[config.mk]
export PLATFORM = sky130hd
export DESIGN_NAME = touch_gesture_classifier_flat
export DESIGN_NICKNAME = d
export VERILOG_FILES = /design/src/design/tgc_pkg.sv /design/src/design/tgc_if.sv /design/src/design/touch_gesture_classifier.sv /design/src/design/tgc_regs.sv /design/src/design/tgc_core.sv /design/src/flat_wrapper.sv
export SDC_FILE = /design/constraint.sdc
export NUM_CORES = 1
export LEC_CHECK = 0
export BUFFER_PORTS_ARGS = -buffer_cell sky130_fd_sc_hd__buf_2
export CORE_MARGIN = 2
export CORE_UTILIZATION = 55
export DETAILED_ROUTE_END_ITERATION = 10
export PLACE_DENSITY_LB_ADDON = 0.2
export SKIP_LAST_GASP = 1
export SYNTH_ARGS = -nofsm -noshare
export SYNTH_HDL_FRONTEND = slang
export SYNTH_HIERARCHICAL = 1
export SYNTH_SLANG_ARGS = --single-unit
[constraint.sdc]
create_clock -name clk -period 12.8 [get_ports clk]
set_input_delay 3.2 -clock clk [delete_from_list [all_inputs] [get_ports clk]]
set_output_delay 3.2 -clock clk [all_outputs]
set_load 0.02 [all_outputs]
[src/design/tgc_pkg.sv]
// Shared types and constants for the touch gesture classifier.
`default_nettype none
package tgc_pkg;

  localparam int unsigned TimeWidth   = 32;
  localparam int unsigned PeriodWidth = 16;
  localparam int unsigned CountWidth  = 2;
  localparam int unsigned AddrWidth   = 3;
  localparam int unsigned DataWidth   = 32;

  typedef enum logic [2:0] {
    GESTURE_NONE   = 3'd0,
    GESTURE_SINGLE = 3'd1,
    GESTURE_DOUBLE = 3'd2,
    GESTURE_TRIPLE = 3'd3,
    GESTURE_LONG   = 3'd4
  } gesture_t;

  // Register index is taken from the word address bit.
  localparam logic REG_DETECT_PERIOD  = 1'b0;
  localparam logic REG_RELEASE_PERIOD = 1'b1;

  localparam logic [PeriodWidth-1:0] DetectPeriodReset  = 16'd1000;
  localparam logic [PeriodWidth-1:0] ReleasePeriodReset = 16'd500;

  localparam logic [CountWidth-1:0] CountMax = 2'd3;

  typedef struct packed {
    logic [PeriodWidth-1:0] detect_period_ms;
    logic [PeriodWidth-1:0] release_period_ms;
  } cfg_t;

  typedef struct packed {
    logic session_active;
    logic awaiting_release;
  } status_t;

endpackage
`default_nettype wire

[src/design/tgc_if.sv]
// Valid/ready channel interfaces for samples and results.
`default_nettype none
interface tgc_sample_if;
  logic        valid;
  logic        ready;
  logic        pressed;
  logic [31:0] now_ms;

  modport source (output valid, output pressed, output now_ms, input ready);
  modport sink   (input valid, input pressed, input now_ms, output ready);
endinterface

interface tgc_result_if;
  logic       valid;
  logic       ready;
  logic [2:0] gesture;

  modport source (output valid, output gesture, input ready);
  modport sink   (input valid, input gesture, output ready);
endinterface
`default_nettype wire

[src/design/touch_gesture_classifier.sv]
// Top level of the touch gesture classifier: sample register, core and result register.
`default_nettype none
// Each accepted sample (pin level plus millisecond time) yields exactly one result,
// a gesture code that is nonzero only once per touch session, when the detection
// window after the first press has passed. Samples are accepted every cycle while
// the result register is not stalled; a sample is registered in the input register,
// classified against the session state when it advances and its result is loaded
// into the output register in that same cycle. The throughput is one sample per
// cycle while the result side does not stall. While the result register is stalled,
// one more sample is held in the input register before the sample channel deasserts
// ready. The detection and release periods are written over the configuration port
// at byte addresses 0 and 4; the user must write them only while the block is idle,
// which the block itself does not enforce.
module touch_gesture_classifier (
  input  wire logic                           clk,
  input  wire logic                           rst,
  tgc_sample_if.sink                          sample,
  tgc_result_if.source                        result,
  input  wire logic                           psel,
  input  wire logic                           penable,
  input  wire logic                           pwrite,
  input  wire logic [tgc_pkg::AddrWidth-1:0]  paddr,
  input  wire logic [tgc_pkg::DataWidth-1:0]  pwdata,
  output logic      [tgc_pkg::DataWidth-1:0]  prdata,
  output logic                                pready
);
  import tgc_pkg::*;

  cfg_t     cfg;
  status_t  status;
  gesture_t gesture_c;

  logic                 s1_valid;
  logic                 s1_pressed;
  logic [TimeWidth-1:0] s1_now_ms;
  logic                 out_valid;
  gesture_t             out_gesture;
  logic                 advance;

  tgc_regs u_regs (
    .clk     (clk),
    .rst     (rst),
    .psel    (psel),
    .penable (penable),
    .pwrite  (pwrite),
    .paddr   (paddr),
    .pwdata  (pwdata),
    .prdata  (prdata),
    .pready  (pready),
    .cfg     (cfg)
  );

  tgc_core u_core (
    .clk     (clk),
    .rst     (rst),
    .step    (advance),
    .pressed (s1_pressed),
    .now_ms  (s1_now_ms),
    .cfg     (cfg),
    .gesture (gesture_c),
    .status  (status)
  );

  // The registered sample moves on whenever the result register is free or drains.
  assign advance      = s1_valid && (!out_valid || result.ready);
  assign sample.ready = !s1_valid || advance;

  always_ff @(posedge clk) begin
    if (rst) begin
      s1_valid <= 1'b0;
    end else if (sample.ready) begin
      s1_valid <= sample.valid;
    end
  end

  always_ff @(posedge clk) begin
    if (sample.valid && sample.ready) begin
      s1_pressed <= sample.pressed;
      s1_now_ms  <= sample.now_ms;
    end
  end

  always_ff @(posedge clk) begin
    if (rst) begin
      out_valid <= 1'b0;
    end else if (advance) begin
      out_valid <= 1'b1;
    end else if (result.ready) begin
      out_valid <= 1'b0;
    end
  end

  always_ff @(posedge clk) begin
    if (advance) begin
      out_gesture <= gesture_c;
    end
  end

  assign result.valid   = out_valid;
  assign result.gesture = out_gesture;

  // A reported gesture always leaves the session waiting for release.
  a_report_sets_wait: assert property (@(posedge clk) disable iff (rst)
    (advance && gesture_c != GESTURE_NONE) |=> status.awaiting_release)
    else $error("gesture reported without entering the release wait");

  // Waiting for release only happens inside an open session.
  a_wait_in_session: assert property (@(posedge clk) disable iff (rst)
    status.awaiting_release |-> status.session_active)
    else $error("release wait outside an active session");

  // A held sample is not lost while the result side stalls.
  a_sample_held: assert property (@(posedge clk) disable iff (rst)
    (s1_valid && !advance) |=> (s1_valid && $stable(s1_now_ms) && $stable(s1_pressed)))
    else $error("registered sample dropped during a stall");

endmodule
`default_nettype wire

[src/design/tgc_regs.sv]
// Configuration register file behind the APB-style port.
`default_nettype none
module tgc_regs (
  input  wire logic                           clk,
  input  wire logic                           rst,
  input  wire logic                           psel,
  input  wire logic                           penable,
  input  wire logic                           pwrite,
  input  wire logic [tgc_pkg::AddrWidth-1:0]  paddr,
  input  wire logic [tgc_pkg::DataWidth-1:0]  pwdata,
  output logic      [tgc_pkg::DataWidth-1:0]  prdata,
  output logic                                pready,
  output tgc_pkg::cfg_t                       cfg
);
  import tgc_pkg::*;

  cfg_t regs;
  logic wr_en;
  logic index;

  assign pready = 1'b1;
  assign wr_en  = psel && penable && pwrite;
  assign index  = paddr[2];
  assign cfg    = regs;

  always_ff @(posedge clk) begin
    if (rst) begin
      regs.detect_period_ms  <= DetectPeriodReset;
      regs.release_period_ms <= ReleasePeriodReset;
    end else if (wr_en) begin
      unique case (index)
        REG_DETECT_PERIOD:  regs.detect_period_ms  <= pwdata[PeriodWidth-1:0];
        REG_RELEASE_PERIOD: regs.release_period_ms <= pwdata[PeriodWidth-1:0];
        default: ;
      endcase
    end
  end

  always_comb begin
    prdata = '0;
    unique case (index)
      REG_DETECT_PERIOD:  prdata[PeriodWidth-1:0] = regs.detect_period_ms;
      REG_RELEASE_PERIOD: prdata[PeriodWidth-1:0] = regs.release_period_ms;
      default: ;
    endcase
  end

endmodule
`default_nettype wire

[src/design/tgc_core.sv]
// Session state and gesture classification for one sample per step.
`default_nettype none
module tgc_core (
  input  wire logic                           clk,
  input  wire logic                           rst,
  input  wire logic                           step,
  input  wire logic                           pressed,
  input  wire logic [tgc_pkg::TimeWidth-1:0]  now_ms,
  input  tgc_pkg::cfg_t                       cfg,
  output tgc_pkg::gesture_t                   gesture,
  output tgc_pkg::status_t                    status
);
  import tgc_pkg::*;

  logic                  prev_level, prev_level_next;
  logic                  session_active, session_active_next;
  logic [TimeWidth-1:0]  start_time, start_time_next;
  logic [TimeWidth-1:0]  release_time, release_time_next;
  logic [CountWidth-1:0] press_count, press_count_next;
  logic                  awaiting_release, awaiting_release_next;
  logic [TimeWidth-1:0]  since_start;
  logic [TimeWidth-1:0]  since_release;
  logic                  window_done;
  logic                  release_done;

  assign status.session_active   = session_active;
  assign status.awaiting_release = awaiting_release;

  always_comb begin
    prev_level_next       = pressed;
    session_active_next   = session_active;
    start_time_next       = start_time;
    release_time_next     = release_time;
    press_count_next      = press_count;
    awaiting_release_next = awaiting_release;
    gesture               = GESTURE_NONE;

    if (pressed != prev_level) begin
      if (pressed) begin
        if (press_count != CountMax) begin
          press_count_next = press_count + CountWidth'(1);
        end
        release_time_next = '0;
        if (!session_active) begin
          session_active_next = 1'b1;
          start_time_next     = now_ms;
        end
      end else begin
        release_time_next = now_ms;
      end
    end

    // The window and release checks see the times as updated by this sample.
    since_start   = now_ms - start_time_next;
    since_release = now_ms - release_time_next;
    window_done   = session_active_next &&
                    (since_start > TimeWidth'(cfg.detect_period_ms));
    release_done  = !pressed && (since_release > TimeWidth'(cfg.release_period_ms));

    if (window_done) begin
      if (!awaiting_release) begin
        awaiting_release_next = 1'b1;
        unique case (press_count_next)
          2'd1:    gesture = pressed ? GESTURE_LONG : GESTURE_SINGLE;
          2'd2:    gesture = GESTURE_DOUBLE;
          default: gesture = GESTURE_TRIPLE;
        endcase
      end else if (release_done) begin
        session_active_next   = 1'b0;
        start_time_next       = '0;
        release_time_next     = '0;
        press_count_next      = '0;
        awaiting_release_next = 1'b0;
      end
    end
  end

  always_ff @(posedge clk) begin
    if (rst) begin
      prev_level       <= 1'b0;
      session_active   <= 1'b0;
      start_time       <= '0;
      release_time     <= '0;
      press_count      <= '0;
      awaiting_release <= 1'b0;
    end else if (step) begin
      prev_level       <= prev_level_next;
      session_active   <= session_active_next;
      start_time       <= start_time_next;
      release_time     <= release_time_next;
      press_count      <= press_count_next;
      awaiting_release <= awaiting_release_next;
    end
  end

endmodule
`default_nettype wire

[src/flat_wrapper.sv]
// flat-port wrapper written by rule: the top's interface ports become plain ports
module touch_gesture_classifier_flat import tgc_pkg::*;
  (clk, rst, psel, penable, pwrite, paddr, pwdata, prdata, pready, sample_valid, sample_pressed, sample_now_ms, sample_ready, result_valid, result_gesture, result_ready);
  tgc_sample_if sample_i ();
  tgc_result_if result_i ();
  input  wire logic clk;
  input  wire logic rst;
  input  wire logic psel;
  input  wire logic penable;
  input  wire logic pwrite;
  input  wire logic [tgc_pkg::AddrWidth-1:0] paddr;
  input  wire logic [tgc_pkg::DataWidth-1:0] pwdata;
  output logic      [tgc_pkg::DataWidth-1:0] prdata;
  output logic pready;
  input wire logic [$bits(sample_i.valid)-1:0] sample_valid;
  input wire logic [$bits(sample_i.pressed)-1:0] sample_pressed;
  input wire logic [$bits(sample_i.now_ms)-1:0] sample_now_ms;
  output wire logic [$bits(sample_i.ready)-1:0] sample_ready;
  output wire logic [$bits(result_i.valid)-1:0] result_valid;
  output wire logic [$bits(result_i.gesture)-1:0] result_gesture;
  input wire logic [$bits(result_i.ready)-1:0] result_ready;
  assign sample_i.valid = sample_valid;
  assign sample_i.pressed = sample_pressed;
  assign sample_i.now_ms = sample_now_ms;
  assign sample_ready = sample_i.ready;
  assign result_valid = result_i.valid;
  assign result_gesture = result_i.gesture;
  assign result_i.ready = result_ready;
  touch_gesture_classifier u_core (.clk(clk), .rst(rst), .sample(sample_i), .result(result_i), .psel(psel), .penable(penable), .pwrite(pwrite), .paddr(paddr), .pwdata(pwdata), .prdata(prdata), .pready(pready));
endmodule
==> results of run 1 <==
## per-layer routing
metal  wire (um)  global-route usage, %  vias up  share of wire, %
met5           0                      0        -                 0
li1            -                      -     5172                 -
met3        1700                   4.48       53               5.3
met2       14500                   43.5      348                45
met1       15000                   40.0     5064                47
met4         858                   11.3        0               2.7
## cells in the final DEF (no fill, tap or decap), types with 17 or more instances in the layout
master,count
mux2_2,33
nor2b_1,48
a21o_1,26
nand2b_1,47
nand2_1,70
dfxtp_1,103
ha_1,86
a22o_1,43
o21ai_0,42
mux2i_1,69
nor3_1,31
clkbuf_16,21
a22oi_1,32
nor2_1,105
a21oi_1,95
nand3_1,23
edfxtp_1,36
conb_1,17
xor2_1,18
xnor2_1,24
buf_2,76
inv_1,50
nand4_1,21
## cell type report
cell class | count | area share [%]
clock buffers | 26 | 4.49
clock inverters | 6 | 0.705
repair buffers | 87 | 3.62
flip-flops and latches | 139 | 24.6
multi-input cells | 1093 | 62.4
inverters | 50 | 1.47
well taps | 275 | 2.69
## metrics by stage
step,std cells,hold slack (ps)
floorplan,1396,438
global placement,1644,443
detailed placement,1644,460
CTS,1676,482
global route,1676,496
finish,1676,480
## registers in the layout, summed over array words and instances, names as in the netlist
| register | flops |
|---|---|
| u_core/result.valid | 1 |
| u_core/u_core/release_time | 32 |
| u_core/u_core/awaiting_release | 1 |
| u_core/u_core/prev_level | 1 |
| u_core/u_core/session_active | 1 |
| u_core/u_regs/cfg | 32 |
| u_core/u_core/start_time | 32 |
| u_core/s1_valid | 1 |
| u_core/s1_now_ms | 32 |
| u_core/result.gesture | 3 |
| u_core/u_core/press_count | 2 |
| u_core/s1_pressed | 1 |
## power by group through the flow
stage | clock [mW] | sequential (mW) | combinational, mW
after global routing | 0.573 | 0.496 | 0.473
after floorplan | 0 | 0.491 | 0.330
after global placement | 0 | 0.502 | 0.414
final | 0.549 | 0.494 | 0.430
after detailed placement | 0 | 0.503 | 0.420
after CTS | 0.555 | 0.493 | 0.423
## critical path, stage by stage (launching register included)
cell and delay (ps):
edfxtp_1 320, buf_4 420, nor2b_2 860, nor2_1 430, nand2_1 150, o21ai_0 130
ha_1 250, inv_1 60, ha_1 140, a221oi_1 70, o311ai_1 710, nand2_1 180
a2bb2oi_2 470, nand2_1 100, nand2_1 80, a21oi_1 70, xnor2_1 200, ha_1 350
nand4_1 150, nor4_1 390, a21oi_1 110, a22oi_1 340, a21oi_1 80, o2111ai_1 100
a2111oi_0 90, and4_1 290, nor2_4 940, a2111oi_0 190
## worst paths after layout
check / start / end / slack [ps]
setup / recovery: u_core/s1_pressed / u_core/u_core/release_time[16] / 4900
hold / removal: u_core/u_core/start_time[5] / u_core/u_core/start_time[5] / 480
setup reg to reg: u_core/s1_pressed / u_core/u_core/release_time[16] / 4900
hold reg to reg: u_core/u_core/start_time[5] / u_core/u_core/start_time[5] / 480
==> results.yml, run 1 <==
clocking:
  hold_buffers: 0
  post_cts_resized: 0
  clkSlewWorstSetupHoldPaths_ps: 60
  clk_latency_ps: 430
  cts_tree: "built"
  numCtsBuffers: 17
  root_buffer: "clkbuf_16"
  cts_setup_buffers: 0
  cts_max_level: 4
  clock-sinks: 139
  clock_path_buffers: 2
detailed_routing:
  drtAntennaViolNets: 0
  avgViaCountPerCell: 6.35
  wl_um: 32000
  drtPass1Iterations: 6
  route.vias.total: 10637
  drt_iter0_drc: 1088
  drc: 0
  wl_per_cell_um: 19.1
sta:
  rsz0062_at_grt: "false"
  maxSlewViolCount: 0
  slew_headroom_pct: 15.5
  clock_skew_ps: 14.1
  setup_viol: 0
  fin_tns_setup_ps: 0
  tightest_slew_ps: 1270
  hold_viol: 0
  timing.final.crit_share_pct: 61.7
  fin_ws_ps: 4900
  fmax_mhz: 127
  fin_crit_ps: 7900
hold_path:
  holdPathStages: 1
  hp-class: "register to register"
cells_and_area:
  fill_cells: 1848
  multi_input_area_um2: 7980
  final_util_pct: 60.6
  design_area_um2: 12800
  seq_area_um2: 3140
  final_nets: 1550
  drive_gt1_share_pct: 14.3
  area_delta_synth_final_pct: 8.11
  antennaDiodeCount: 0
power:
  powerDensity_nw_per_um2: 115
  p_clk_share_pct: 37.3
  p_total_mw: 1.47
  ir_drop_mv: 0.0916
  sequentialPowerShare_pct: 33.6
  p_switching_mw: 0.480
  leakage_nw: 5.05
  power.share.combinational_pct: 29.2
  intPower_mw: 0.993
  switching_share_pct: 32.6
floorplan:
  design.die.area_um2: 22700
  io_pins: 113
  initial_core_util_pct: 56.1
  row_count: 53
  die_x_um: 151
  die_y_um: 151
  coreArea_um2: 21100
place:
  io_buffers: 77
  place_congestion: 0.950
  dpl_worst_slack_ps: 5140
  placed_area_um2: 12100
  dp_hpwl_um: 23200
outcome:
  status: "completed"
grt:
  grt_pass1_wl_um: 50900
  overflow: 0
  antenna_found_initial: 0
  grt_max_degree: 96
  grt_pass1_vias: 9838
  grtUsageTotal_pct: 28.4
synth:
  yosys_warnings: 6
  syn_inst: 1381
  syn_area_um2: 11800
  avgSynthCellArea_um2: 8.56
critical_path:
  reg2reg_depth: 27
  crit_fanout: 37
  crit_type: "register to register"
  crit_arrival_ps: 8140
  cp.required_ps: 13040
  crit_path_end_kind: "register"
  crit_path_start_kind: "register"
flow_run:
  cap_violations: 0
Note: power is estimated with default switching activity, not from simulation.
==> inputs of run 2 (changes only) <==
- clock period: 12.8 -> 8.1 ns (I/O delays scaled with it)
==> results.yml, run 2 (synthesis results as in run 1) <==
grt:
  antenna_found_initial: 0
  grt_pass1_vias: 10023
  grt_pass1_wl_um: 51800
  overflow: 0
  grtUsageTotal_pct: 28.8
  grt_max_degree: 78
cells_and_area:
  final_cells: 1678
  antennaDiodeCount: 0
  area_delta_synth_final_pct: 7.44
  final_cell_mix: "nor2_1, dfxtp_1, a21oi_1, ha_1, buf_2"
  drive_gt1_share_pct: 14.3
  final_common_cell: "nor2_1"
  final_nets: 1552
detailed_routing:
  drtAntennaViolNets: 0
  drtPass1Iterations: 6
  wl_um: 32200
  route.vias.total: 10792
  wl_per_cell_um: 19.2
  drt_iter0_drc: 889
  drc: 0
  avgViaCountPerCell: 6.43
floorplan:
  io_pins: 113
  die_y_um: 151
  die_x_um: 151
  initial_core_util_pct: 56.1
  coreArea_um2: 21100
  row_count: 53
  design.die.area_um2: 22700
critical_path:
  cp.buffers_inverters: 1
  cp.required_ps: 8390
  crit_path_end_kind: "register"
  crit_fanout: 35
  path_delay_family: "simple AND/OR/NAND/NOR gates"
  slowest_delay_ps: 870
  crit_arrival_ps: 7460
  crit_path_cell_trace: "nand2b_2 -> nor2_4 -> mux2_2 -> ha_1 -> inv_1 -> fa_1 -> nand3_1 -> a211oi_1 -> nor2_1 -> and2_1 -> xnor2_1 -> ha_1 -> and3_1 -> a221o_1 -> a221oi_1 -> a21oi_1 -> nor4b_1 -> nand4_1 -> nor4_1 -> or3_1 -> nor2_4 -> a2111oi_0"
  crit_type: "register to register"
  crit_path_start_kind: "register"
  slowest_stage: "edfxtp_1"
sta:
  setup_viol: 0
  tightest_slew_ps: 1160
  timing.final.crit_share_pct: 88.5
  slew_headroom_pct: 22.3
  fin_ws_ps: 930
  rsz0062_at_grt: "false"
  fmax_mhz: 139
  maxSlewViolCount: 0
  clock_skew_ps: 10.3
  fin_crit_ps: 7170
  fin_tns_setup_ps: 0
  hold_viol: 0
place:
  dpl.cell_count: 1646
  io_buffers: 77
  dpl_worst_slack_ps: 933
  place_congestion: 0.908
  dp_hpwl_um: 23800
clocking:
  root_buffer: "clkbuf_16"
  post_cts_resized: 0
  cts_setup_buffers: 0
  cts_tree: "built"
  numCtsBuffers: 17
  clk_latency_ps: 420
  clock_path_buffers: 2
  cts_max_level: 4
  clock-sinks: 139
  clkSlewWorstSetupHoldPaths_ps: 60
  hold_buffers: 0
power:
  ir_drop_mv: 0.141
  intPower_mw: 1.46
  power.share.combinational_pct: 30.4
  p_clk_share_pct: 34.3
  switching_share_pct: 34.2
  leakage_nw: 5.01
  p_switching_mw: 0.759
  sequentialPowerShare_pct: 35.3
  powerDensity_nw_per_um2: 175
  p_total_mw: 2.22
flow_run:
  cap_violations: 0
outcome:
  status: "completed"
hold_path:
  hp-class: "register to register"
## run 2: changes by cell type in the layout (fill, tap and decap cells not counted), sizes merged
cell,delta
clkinv,+3
bufinv,-1
clkinvlp,+1
buf,+2
clkbuf,-5
inv,+2
## run 2: cell type report
class	instances	area, um^2
Clock inverter	11	109
Sequential cell	139	3140
Fill cell	1901	8390
Tap cell	275	344
Timing Repair Buffer	89	478
Inverter	50	188
Clock buffer	21	462
Multi-Input combinational cell	1093	7980
## run 2: worst paths after layout
path,startpoint,to,slack [ps],cells after the start
worst max register to register,u_core/s1_pressed,u_core/u_core/release_time[12],930,22
worst min-delay path,u_core/u_core/start_time[0],u_core/u_core/start_time[0],470,1
worst min register to register,u_core/u_core/start_time[0],u_core/u_core/start_time[0],470,1
worst max-delay path,u_core/s1_pressed,u_core/u_core/release_time[12],930,22
## run 2: power by group through the flow
stage                     clock network, mW  registers (mW)  logic, mW
after global placement                    0           0.796      0.652
final                                 0.760           0.784      0.675
after global routing                  0.802           0.787      0.745
after detailed placement                  0           0.797      0.662
after CTS                             0.770           0.783      0.666
after floorplan                           0           0.776      0.521
## run 2: through the flow
stage | area (um^2) | util (%) | hold slack, ps
floorplan | 11900 | - | 438
global placement | 12100 | 57.5 | 442
detailed placement | 12100 | 57.5 | 459
CTS | 12700 | 60.2 | 474
global route | 12700 | 60.2 | 494
finish | 12700 | 60.2 | 468
## run 2: worst reg2reg max path: stages, from the launching register on
cell and delay (ps):
edfxtp_1 870, nand2b_2 180, nor2_4 480, mux2_2 420
ha_1 220, inv_1 80, fa_1 220, nand3_1 110
a211oi_1 350, nor2_1 120, and2_1 200, xnor2_1 290
ha_1 320, and3_1 170, a221o_1 350, a221oi_1 290
a21oi_1 160, nor4b_1 470, nand4_1 160, nor4_1 720
or3_1 250, nor2_4 190, a2111oi_0 440
## run 2: routing by layer
metal / global-route usage, % / wire length (um) / up-vias
met5: 0 / 0 / -
met2: 44.4 / 14700 / 387
met4: 10.0 / 807 / 0
met3: 4.24 / 1980 / 56
li1: - / - / 5183
met1: 41.0 / 14700 / 5166
